--- src/rtl/ets_pkg.sv ---
`timescale 1ns / 1ps
// ----------------------------------------------------------------------------
// ets_pkg: shared types and constants of the event task scheduler
// Table size, field widths, opcodes, status codes and controller commands.
// ----------------------------------------------------------------------------
package ets_pkg;

  localparam int MaxTasks = 16;
  localparam int IdxW     = $clog2(MaxTasks);
  localparam int CntW     = $clog2(MaxTasks + 1);

  typedef logic [IdxW-1:0] idx_t;
  typedef logic [CntW-1:0] cnt_t;

  localparam logic [2:0] OP_ADD     = 3'd0;
  localparam logic [2:0] OP_DELETE  = 3'd1;
  localparam logic [2:0] OP_MOVE    = 3'd2;
  localparam logic [2:0] OP_TRIGGER = 3'd3;
  localparam logic [2:0] OP_SUSPEND = 3'd4;

  localparam logic [1:0] ST_OK        = 2'd0;
  localparam logic [1:0] ST_NOT_FOUND = 2'd1;
  localparam logic [1:0] ST_FULL      = 2'd2;
  localparam logic [1:0] ST_EMPTY     = 2'd3;

  // Scan kinds used by the datapath's sequential search.
  typedef enum logic [2:0] {
    SCAN_FREE,      // first unused entry
    SCAN_WAIT_ID,   // newest waiting entry with matching id
    SCAN_READY_ID,  // first ready entry in ready order with matching id
    SCAN_READY_ANY, // head of the ready order
    SCAN_PENDING    // newest entry among the trigger pending set
  } scan_kind_t;

  typedef enum logic [2:0] {
    ACT_NONE,
    ACT_ADD,
    ACT_DELETE,
    ACT_TO_WAIT,
    ACT_WAKE
  } act_t;

  typedef struct packed {
    logic       latch;      // capture command fields
    logic       scan_start; // restart the scan pointer
    scan_kind_t kind;
    logic       load_pend;  // build the trigger pending set
    act_t       act;        // update applied to the found entry
    logic       clr_woken;
    logic       head_start; // start the closing head scan and counts
  } ets_cmd_t;

  typedef struct packed {
    logic scan_done;
    logic found;
    logic pend_any;
  } ets_stat_t;

endpackage

--- src/rtl/ets_datapath.sv ---
`timescale 1ns / 1ps
// ----------------------------------------------------------------------------
// ets_datapath: task table and sequential search unit
// Holds the entries and the age matrix, and walks the table one entry a cycle.
// ----------------------------------------------------------------------------
module ets_datapath (
  input  logic              clk,
  input  logic              rst_n,
  input  logic [7:0]        in_task_ident,
  input  logic [7:0]        in_task_prio,
  input  logic [7:0]        in_event_ident,
  input  ets_pkg::ets_cmd_t cmd,
  output ets_pkg::ets_stat_t stat,
  output logic              running_valid,
  output logic [7:0]        running_task,
  output ets_pkg::cnt_t     ready_count,
  output ets_pkg::cnt_t     waiting_count,
  output ets_pkg::cnt_t     woken_count
);
  import ets_pkg::*;

  logic [MaxTasks-1:0] used_r, waiting_r, pend_r;
  logic [MaxTasks-1:0] age_r [MaxTasks];
  logic [7:0] task_r [MaxTasks];
  logic [7:0] prio_r [MaxTasks];
  logic [7:0] event_r [MaxTasks];

  logic [7:0] id_r, pr_r, ev_r;
  scan_kind_t kind_r;
  logic [CntW-1:0] ptr_r;
  logic busy_r, found_r;
  idx_t best_r;
  cnt_t nrdy_r, nwait_r, woken_r;

  idx_t cur;
  logic cand, better, rdy_cur;
  logic [MaxTasks-1:0] pend_nxt;

  assign cur     = ptr_r[IdxW-1:0];
  assign rdy_cur = used_r[cur] && !waiting_r[cur];

  always_comb begin
    cand = 1'b0;
    case (kind_r)
      SCAN_FREE:      cand = !used_r[cur];
      SCAN_WAIT_ID:   cand = used_r[cur] && waiting_r[cur] && task_r[cur] == id_r;
      SCAN_READY_ID:  cand = rdy_cur && task_r[cur] == id_r;
      SCAN_READY_ANY: cand = rdy_cur;
      SCAN_PENDING:   cand = pend_r[cur];
      default:        cand = 1'b0;
    endcase
  end

  always_comb begin
    better = 1'b0;
    case (kind_r)
      SCAN_FREE:    better = 1'b0;
      SCAN_WAIT_ID, SCAN_PENDING: better = age_r[cur][best_r];
      default: begin
        if (prio_r[cur] != prio_r[best_r]) better = prio_r[cur] < prio_r[best_r];
        else better = age_r[best_r][cur];
      end
    endcase
  end

  always_comb begin
    for (int i = 0; i < MaxTasks; i++)
      pend_nxt[i] = used_r[i] && waiting_r[i] && event_r[i] == ev_r;
  end

  assign stat.scan_done = busy_r == 1'b0;
  assign stat.found     = found_r;
  assign stat.pend_any  = |pend_r;

  assign running_valid = found_r;
  assign running_task  = found_r ? task_r[best_r] : 8'd0;
  assign ready_count   = nrdy_r;
  assign waiting_count = nwait_r;
  assign woken_count   = woken_r;

  always_ff @(posedge clk) begin
    if (cmd.latch) begin
      id_r <= in_task_ident;
      pr_r <= in_task_prio;
      ev_r <= in_event_ident;
    end
  end

  always_ff @(posedge clk) begin
    if (!rst_n) begin
      used_r    <= '0;
      waiting_r <= '0;
      pend_r    <= '0;
      busy_r    <= 1'b0;
      found_r   <= 1'b0;
      ptr_r     <= '0;
      kind_r    <= SCAN_FREE;
      best_r    <= '0;
      nrdy_r    <= '0;
      nwait_r   <= '0;
      woken_r   <= '0;
      for (int i = 0; i < MaxTasks; i++) age_r[i] <= '0;
    end else begin
      if (cmd.clr_woken) woken_r <= '0;
      if (cmd.load_pend) pend_r <= pend_nxt;
      if (cmd.scan_start || cmd.head_start) begin
        busy_r  <= 1'b1;
        found_r <= 1'b0;
        ptr_r   <= '0;
        best_r  <= '0;
        kind_r  <= cmd.head_start ? SCAN_READY_ANY : cmd.kind;
        if (cmd.head_start) begin
          nrdy_r  <= '0;
          nwait_r <= '0;
        end
      end else if (busy_r) begin
        if (cand && (!found_r || better)) begin
          found_r <= 1'b1;
          best_r  <= cur;
        end
        if (kind_r == SCAN_READY_ANY) begin
          if (rdy_cur) nrdy_r <= nrdy_r + cnt_t'(1);
          if (used_r[cur] && waiting_r[cur]) nwait_r <= nwait_r + cnt_t'(1);
        end
        // The free slot search stops at the first hit.
        if (ptr_r == CntW'(MaxTasks - 1) || (kind_r == SCAN_FREE && cand))
          busy_r <= 1'b0;
        ptr_r <= ptr_r + CntW'(1);
      end
      case (cmd.act)
        ACT_ADD: begin
          used_r[best_r]    <= 1'b1;
          waiting_r[best_r] <= ev_r != 8'd0;
        end
        ACT_DELETE: begin
          used_r[best_r]    <= 1'b0;
          waiting_r[best_r] <= 1'b0;
        end
        ACT_TO_WAIT: waiting_r[best_r] <= 1'b1;
        ACT_WAKE: begin
          waiting_r[best_r] <= 1'b0;
          pend_r[best_r]    <= 1'b0;
          woken_r           <= woken_r + cnt_t'(1);
        end
        default: ;
      endcase
      // A deleted entry drops out of the age order; any other update makes
      // the entry the newest of all.
      if (cmd.act != ACT_NONE) begin
        for (int k = 0; k < MaxTasks; k++) begin
          if (k == int'(best_r))
            age_r[k] <= (cmd.act == ACT_DELETE) ? '0 : ~(MaxTasks'(1) << best_r);
          else
            age_r[k] <= age_r[k] & ~(MaxTasks'(1) << best_r);
        end
      end
    end
  end

  always_ff @(posedge clk) begin
    if (cmd.act == ACT_ADD) begin
      task_r[best_r]  <= id_r;
      prio_r[best_r]  <= pr_r;
      event_r[best_r] <= ev_r;
    end else if (cmd.act == ACT_TO_WAIT) begin
      event_r[best_r] <= ev_r;
    end
  end

endmodule

--- src/rtl/ets_controller.sv ---
`timescale 1ns / 1ps
// ----------------------------------------------------------------------------
// ets_controller: command sequencer of the event task scheduler
// Orders the scans and table updates for each opcode and issues the result.
// ----------------------------------------------------------------------------
module ets_controller (
  input  logic               clk,
  input  logic               rst_n,
  input  logic               start,
  input  logic [2:0]         in_opcode,
  input  ets_pkg::ets_stat_t stat,
  output ets_pkg::ets_cmd_t  cmd,
  output logic               busy,
  output logic               out_valid,
  output logic [1:0]         out_status
);
  import ets_pkg::*;

  typedef enum logic [2:0] {
    S_IDLE, S_SCAN1, S_SCAN2, S_TRIG, S_HEAD, S_DONE
  } state_t;

  state_t state_r, state_nxt;
  logic [2:0] op_r, op_nxt;
  logic [1:0] status_r, status_nxt;
  logic valid_r, valid_nxt;

  assign busy       = state_r != S_IDLE;
  assign out_valid  = valid_r;
  assign out_status = status_r;

  always_comb begin
    state_nxt  = state_r;
    op_nxt     = op_r;
    status_nxt = status_r;
    valid_nxt  = 1'b0;
    cmd        = '0;
    cmd.kind   = SCAN_FREE;
    cmd.act    = ACT_NONE;
    case (state_r)
      S_IDLE: begin
        if (start) begin
          cmd.latch     = 1'b1;
          cmd.clr_woken = 1'b1;
          op_nxt        = in_opcode;
          status_nxt    = ST_OK;
          cmd.scan_start = 1'b1;
          state_nxt     = S_SCAN1;
          case (in_opcode)
            OP_ADD:     cmd.kind = SCAN_FREE;
            OP_DELETE:  cmd.kind = SCAN_WAIT_ID;
            OP_MOVE:    cmd.kind = SCAN_READY_ID;
            OP_SUSPEND: cmd.kind = SCAN_READY_ANY;
            OP_TRIGGER: begin
              cmd.scan_start = 1'b0;
              state_nxt      = S_TRIG;
            end
            default: begin
              cmd.scan_start = 1'b0;
              cmd.head_start = 1'b1;
              state_nxt      = S_HEAD;
            end
          endcase
        end
      end
      S_SCAN1: begin
        if (stat.scan_done) begin
          if (stat.found) begin
            case (op_r)
              OP_ADD:    cmd.act = ACT_ADD;
              OP_DELETE: cmd.act = ACT_DELETE;
              default:   cmd.act = ACT_TO_WAIT;
            endcase
            cmd.head_start = 1'b1;
            state_nxt = S_HEAD;
          end else if (op_r == OP_DELETE) begin
            cmd.scan_start = 1'b1;
            cmd.kind       = SCAN_READY_ID;
            state_nxt      = S_SCAN2;
          end else begin
            case (op_r)
              OP_ADD:  status_nxt = ST_FULL;
              OP_MOVE: status_nxt = ST_NOT_FOUND;
              default: status_nxt = ST_EMPTY;
            endcase
            cmd.head_start = 1'b1;
            state_nxt = S_HEAD;
          end
        end
      end
      S_SCAN2: begin
        if (stat.scan_done) begin
          if (stat.found) cmd.act = ACT_DELETE;
          else status_nxt = ST_NOT_FOUND;
          cmd.head_start = 1'b1;
          state_nxt = S_HEAD;
        end
      end
      S_TRIG: begin
        // Load the pending set and start the search for its newest entry.
        cmd.load_pend = 1'b1;
        state_nxt     = S_SCAN2;
        cmd.scan_start = 1'b1;
        cmd.kind       = SCAN_PENDING;
      end
      S_HEAD: begin
        if (stat.scan_done) begin
          valid_nxt = 1'b1;
          state_nxt = S_DONE;
        end
      end
      S_DONE: state_nxt = S_IDLE;
      default: state_nxt = S_IDLE;
    endcase
    // Trigger walk: after the pending scan, wake the newest and rescan.
    if (op_r == OP_TRIGGER && state_r == S_SCAN2) begin
      cmd.scan_start = 1'b0;
      cmd.head_start = 1'b0;
      cmd.act        = ACT_NONE;
      status_nxt     = ST_OK;
      state_nxt      = S_SCAN2;
      if (stat.scan_done) begin
        if (stat.found && stat.pend_any) begin
          cmd.act        = ACT_WAKE;
          cmd.scan_start = 1'b1;
          cmd.kind       = SCAN_PENDING;
        end else begin
          cmd.head_start = 1'b1;
          state_nxt      = S_HEAD;
        end
      end
    end
  end

  always_ff @(posedge clk) begin
    if (!rst_n) begin
      state_r  <= S_IDLE;
      op_r     <= '0;
      status_r <= ST_OK;
      valid_r  <= 1'b0;
    end else begin
      state_r  <= state_nxt;
      op_r     <= op_nxt;
      status_r <= status_nxt;
      valid_r  <= valid_nxt;
    end
  end

endmodule

--- src/rtl/event_task_scheduler.sv ---
`timescale 1ns / 1ps
// ----------------------------------------------------------------------------
// event_task_scheduler: priority ready queue with event wait
// Command-driven task table with a sequential scan controller.
// ----------------------------------------------------------------------------
// Usage:
//   Drive in_opcode, in_task_ident, in_task_prio and in_event_ident and pulse
//   start while busy is low; the command is taken at that clock edge.
//   The result appears on the out_ ports for one cycle, marked by out_valid;
//   it reports the status and the ready head, set counts and woken count
//   after the command. busy falls in the cycle after the result cycle.
//   The single search unit reads one entry a cycle, and every command ends
//   with a scan for the ready head and counts. The free slot search of add
//   stops at the first unused entry; delete searches the waiting entries
//   first and the ready entries only when no waiting entry matches; trigger
//   rescans the pending set after each woken task; unused opcodes run only
//   the head scan.
//   Reset empties the table; no clearing pass is needed.
//   The receiver cannot stall; results must be taken when shown.
// ----------------------------------------------------------------------------
module event_task_scheduler (
  input  logic                clk,
  input  logic                rst_n,
  input  logic                start,
  output logic                busy,
  input  logic [2:0]          in_opcode,
  input  logic [7:0]          in_task_ident,
  input  logic [7:0]          in_task_prio,
  input  logic [7:0]          in_event_ident,
  output logic                out_valid,
  output logic [1:0]          out_status,
  output logic                out_running_valid,
  output logic [7:0]          out_running_task,
  output logic [4:0]          out_ready_count,
  output logic [4:0]          out_waiting_count,
  output logic [4:0]          out_woken_count
);
  import ets_pkg::*;

  ets_cmd_t  cmd;
  ets_stat_t stat;
  cnt_t nrdy, nwait, nwoken;

  ets_controller u_ctrl (
    .clk, .rst_n, .start, .in_opcode, .stat, .cmd, .busy,
    .out_valid, .out_status
  );

  ets_datapath u_dp (
    .clk, .rst_n, .in_task_ident, .in_task_prio, .in_event_ident,
    .cmd, .stat,
    .running_valid (out_running_valid),
    .running_task  (out_running_task),
    .ready_count   (nrdy),
    .waiting_count (nwait),
    .woken_count   (nwoken)
  );

  assign out_ready_count   = 5'(nrdy);
  assign out_waiting_count = 5'(nwait);
  assign out_woken_count   = 5'(nwoken);

endmodule

--- config.mk ---
export PLATFORM = sky130hd
export DESIGN_NAME = event_task_scheduler
export DESIGN_NICKNAME = d
export VERILOG_FILES = /design/src/rtl/ets_pkg.sv /design/src/rtl/ets_datapath.sv /design/src/rtl/ets_controller.sv /design/src/rtl/event_task_scheduler.sv
export SDC_FILE = /design/constraint.sdc
export NUM_CORES = 1
export LEC_CHECK = 0
export ABC_AREA = 1
export BUFFER_PORTS_ARGS = -buffer_cell sky130_fd_sc_hd__buf_2
export CORE_MARGIN = 4
export CORE_UTILIZATION = 40
export DETAILED_ROUTE_END_ITERATION = 8
export MAX_ROUTING_LAYER = met4
export PLACE_DENSITY_LB_ADDON = 0.25
export SETUP_SLACK_MARGIN = 0.4
export SYNTH_ARGS = -nofsm -noshare
export SYNTH_HDL_FRONTEND = slang
export SYNTH_SLANG_ARGS = --single-unit
--- constraint.sdc ---
create_clock -name clk -period 5 [get_ports clk]
set_clock_uncertainty 0.15 [all_clocks]
set_input_delay 1 -clock clk [delete_from_list [all_inputs] [get_ports clk]]
set_output_delay 1 -clock clk [all_outputs]
set_load 0.02 [all_outputs]
==> results.sh <==
export IMPL_outcome="finished clean"
export IMPL_synthArstFlopShare_pct=0
export IMPL_max_cap_violations=0
export IMPL_grt_max_degree=251
export IMPL_regArea_um2=21800
export IMPL_internal_power_mw=12.8
export IMPL_yosysTopAreaCellShare_pct=49.8
export IMPL_detailed_place_area_um2=41600
export IMPL_swShare_pct=38.1
export IMPL_max_freq_ghz=0.231
export IMPL_slew_headroom_pct=10.4
export IMPL_synth_edf_count=664
export IMPL_hold_buffers=0
export IMPL_synthTopCellsByCount="nand2_1, edfxtp_1, a21oi_1, nand3_1, o21ai_0"
export IMPL_synth_mux_area_share_pct=0
export IMPL_power_frac_comb_pct=31.3
export IMPL_totalWireLength_um=142000
export IMPL_pwr_share_clk_pct=30.6
export IMPL_r2r_end="u_dp.age_r[3][5]"
export IMPL_vias=35025
export IMPL_synth_compound_area_share_pct=18.1
export IMPL_hold_ws_ns=0.310
export IMPL_routed_via_density=5.99
export IMPL_postCtsResizedCells=0
export IMPL_cts_reportedPaths_clkPinSlew_ns=0.06
export IMPL_coreArea_um2=98900
export IMPL_synth_top_family_by_area="simple AND/OR/NAND/NOR gates"
export IMPL_critical_path_class="flip-flop to flip-flop"
export IMPL_syn_avg_cell_area_um2=8.77
export IMPL_postCtsSetupBuffers=0
export IMPL_synth_simple_area_share_pct=18.8
export IMPL_initial_core_util_pct=40.5
export IMPL_cts_buffer_depth=3
export IMPL_grtUsageTotal_pct=26.7
export IMPL_utilization_pct=44.9
export IMPL_dp_slack_ns=0.856
export IMPL_rr_startpoint="u_dp.running_valid"
export IMPL_die_h_um=324
export IMPL_multi_input_area_um2=15500
export IMPL_design_area_um2=44400
export IMPL_synth_area_um2=40000
export IMPL_critPathMaxFanout=19
export IMPL_cts_tree="yes"
export IMPL_fin_crit_sh_pct=86.5
export IMPL_crit_start="u_dp.running_valid"
export IMPL_die_area_um2=105000
export IMPL_wl_per_cell_um=24.2
export IMPL_ys_flop_type="edfxtp_1"
export IMPL_fill_cells=9485
export IMPL_synthTopCellsByArea="edfxtp_1, nand2_1, a21oi_1"
export IMPL_r2r_cells=10
export IMPL_power_density_nw_per_um2=465
export IMPL_post_route_worst_setup_slack_ns=0.674
export IMPL_worstHoldPathType="flip-flop to flip-flop"
export IMPL_slew_viol_final=0
export IMPL_rsz0062_at_grt="no"
export IMPL_top_level_ports=58
export IMPL_drc=0
export IMPL_p_total_mw=20.6
export IMPL_first_pass_iters=6
export IMPL_synth_xor_area_share_pct=1.12
export IMPL_startpoint_type="flip-flop"
export IMPL_min_from="u_dp.woken_count[4]"
export IMPL_crit_path_end_kind="flip-flop"
export IMPL_yosys_warnings=0
export IMPL_pwr_share_seq_pct=38.1
export IMPL_h_tree_depth=3
export IMPL_die_w_um=324
export IMPL_clkSinkCount=758
export IMPL_power_switching_mw=7.87
export IMPL_clock_latency_ns=0.67
export IMPL_grt_pass1_vias=32482
export IMPL_cts_buffers=86
export IMPL_yosysSeqAreaShare_pct=54.5
export IMPL_period_needed_ns=4.33
export IMPL_p_leak_nw=16.0
export IMPL_synth_ff_latch_count=758
export IMPL_synth_fa_ha_area_share_pct=0.406
export IMPL_syn_inst=4562
export IMPL_finalHoldViolations=0
export IMPL_holdPathEnd="u_dp.woken_count[4]"
export IMPL_gp_congestion=0.931
export IMPL_syn_to_final_growth_pct=10.9
export IMPL_initialDrtViolationCount=4634
export IMPL_antenna_found_initial=3
export IMPL_io_buffers=57
export IMPL_dpl_hpwl_um=84800
export IMPL_synthesis_nets=4605
export IMPL_ir_worst_vdd_mv=0.443
export IMPL_synth_area_leader_cell="edfxtp_1"
export IMPL_yosysMostFrequentCell="nand2_1"
export IMPL_r2r_slack_ns=0.67
export IMPL_clock_tree_root_cell="clkbuf_16"
export IMPL_grt_pass1_wl_um=210000
export IMPL_grt_remaining_overflow=0
export IMPL_dpl_cell_count=5693
export IMPL_antenna_left=0
export IMPL_tightest_slew_ns=1.34
export IMPL_hold_depth=1
export IMPL_ys_types=54
export IMPL_cp_arrival_ns=4.52
export IMPL_drive_above_1_share_pct=8.22
export IMPL_final_cells=5852
export IMPL_tns_ns=0
export IMPL_rows=115
export IMPL_required_ns=5.19
export IMPL_final_nets=4537
export IMPL_setup_viol=0
==> layout make-up <==
type                    instances  area share, %
well taps                    1287           3.63
repair buffers                174           2.82
clock buffers                 114           5.28
clock inverters                43          0.922
flip-flops and latches        758           49.2
multi-input cells            3085           34.8
inverters                     389           3.31
diodes                          2         0.0113
==> kinds of logic after synthesis <==
family,count (synthesis)
xor gates and xnor gates,51
and+or+nand+nor,1759
adders and majority gates,13
buffers and inverters,719
AOI/OAI and AO/OA,1262
DFF,758
==> layout by cell type, fill, tap and decap left out, types with 10 or more instances in the layout <==
cell type	Yosys	final
nor4_1	10	10
nor2_1	329	329
xor2_1	32	32
clkinv_2	0	17
a221oi_1	28	28
nand3_1	467	467
nor3_2	2	18
o31ai_1	19	19
nand2_1	860	860
dfxtp_1	94	86
clkbuf_1	215	22
buf_4	5	110
o22ai_1	31	31
a21oi_1	478	478
clkbuf_16	0	89
o211ai_1	141	141
o21ai_0	449	448
a211oi_1	40	40
xnor2_1	19	19
nor2_2	11	11
buf_2	87	57
a32oi_1	10	10
o221ai_1	32	32
inv_1	361	359
clkinv_1	9	23
nor3_1	32	16
ha_1	13	13
inv_2	18	16
nand4_1	18	18
edfxtp_1	664	664
==> power groups by stage <==
stage	Clock (mW)	Sequential, mW	Combinational, mW
6_report	6.31	7.88	6.46
5_1_grt	6.65	7.92	7.01
4_1_cts	6.39	7.86	6.29
3_5_place_dp	0	7.99	6.27
3_3_place_gp	0	7.98	6.23
2_1_floorplan	0	7.79	4.25
==> critical path, cell delays in order (launching register included) <==
cell and delay (ns):
dfxtp_1 0.43, inv_1 0.72, a31oi_1 0.24, nand2_4 0.21, nand2_4 0.09, nor2_8 0.33, nor2_8 0.07, inv_4 0.32
nor2_2 0.24, nor2_1 1.10, a21oi_1 0.09
==> worst max path at each step <==
| stage | depth (start not counted) | endpoint |
|---|---|---|
| 3_3_place_gp | 10 | u_dp.age_r[3][8] |
| 5_1_grt | 16 | flip-flop |
| 6_report | 10 | u_dp.age_r[3][5] |
| 2_1_floorplan | 21 | flip-flop |
| 3_5_place_dp | 10 | u_dp.age_r[3][7] |
| 4_1_cts | 6 | out_running_task[6] |
==> layer usage <==
metal	up-vias	global-route usage, %	part of all wire [%]
met5	-	-	0
met3	324	4.68	10
met1	16745	36.3	41
li1	15942	-	-
met4	0	10.1	3.7
met2	2014	39.9	45
==> state kept, by name (all words and copies together), names as in the netlist, 2 cells and up, named ones only <==
name and flops:
u_dp.woken_count 5, u_ctrl.state_r 3, u_dp.pend_r 16, u_dp.ready_count 5, u_dp.waiting_count 5, u_dp.prio_r 128, u_dp.best_r 4, u_dp.age_r 256
u_ctrl.op_r 3, u_dp.task_r 128, u_dp.event_r 128, u_dp.id_r 8, u_dp.ptr_r 5, u_dp.kind_r 3, u_dp.pr_r 8, u_dp.ev_r 8
u_ctrl.out_status 2
(Power assumes the default switching activity.)
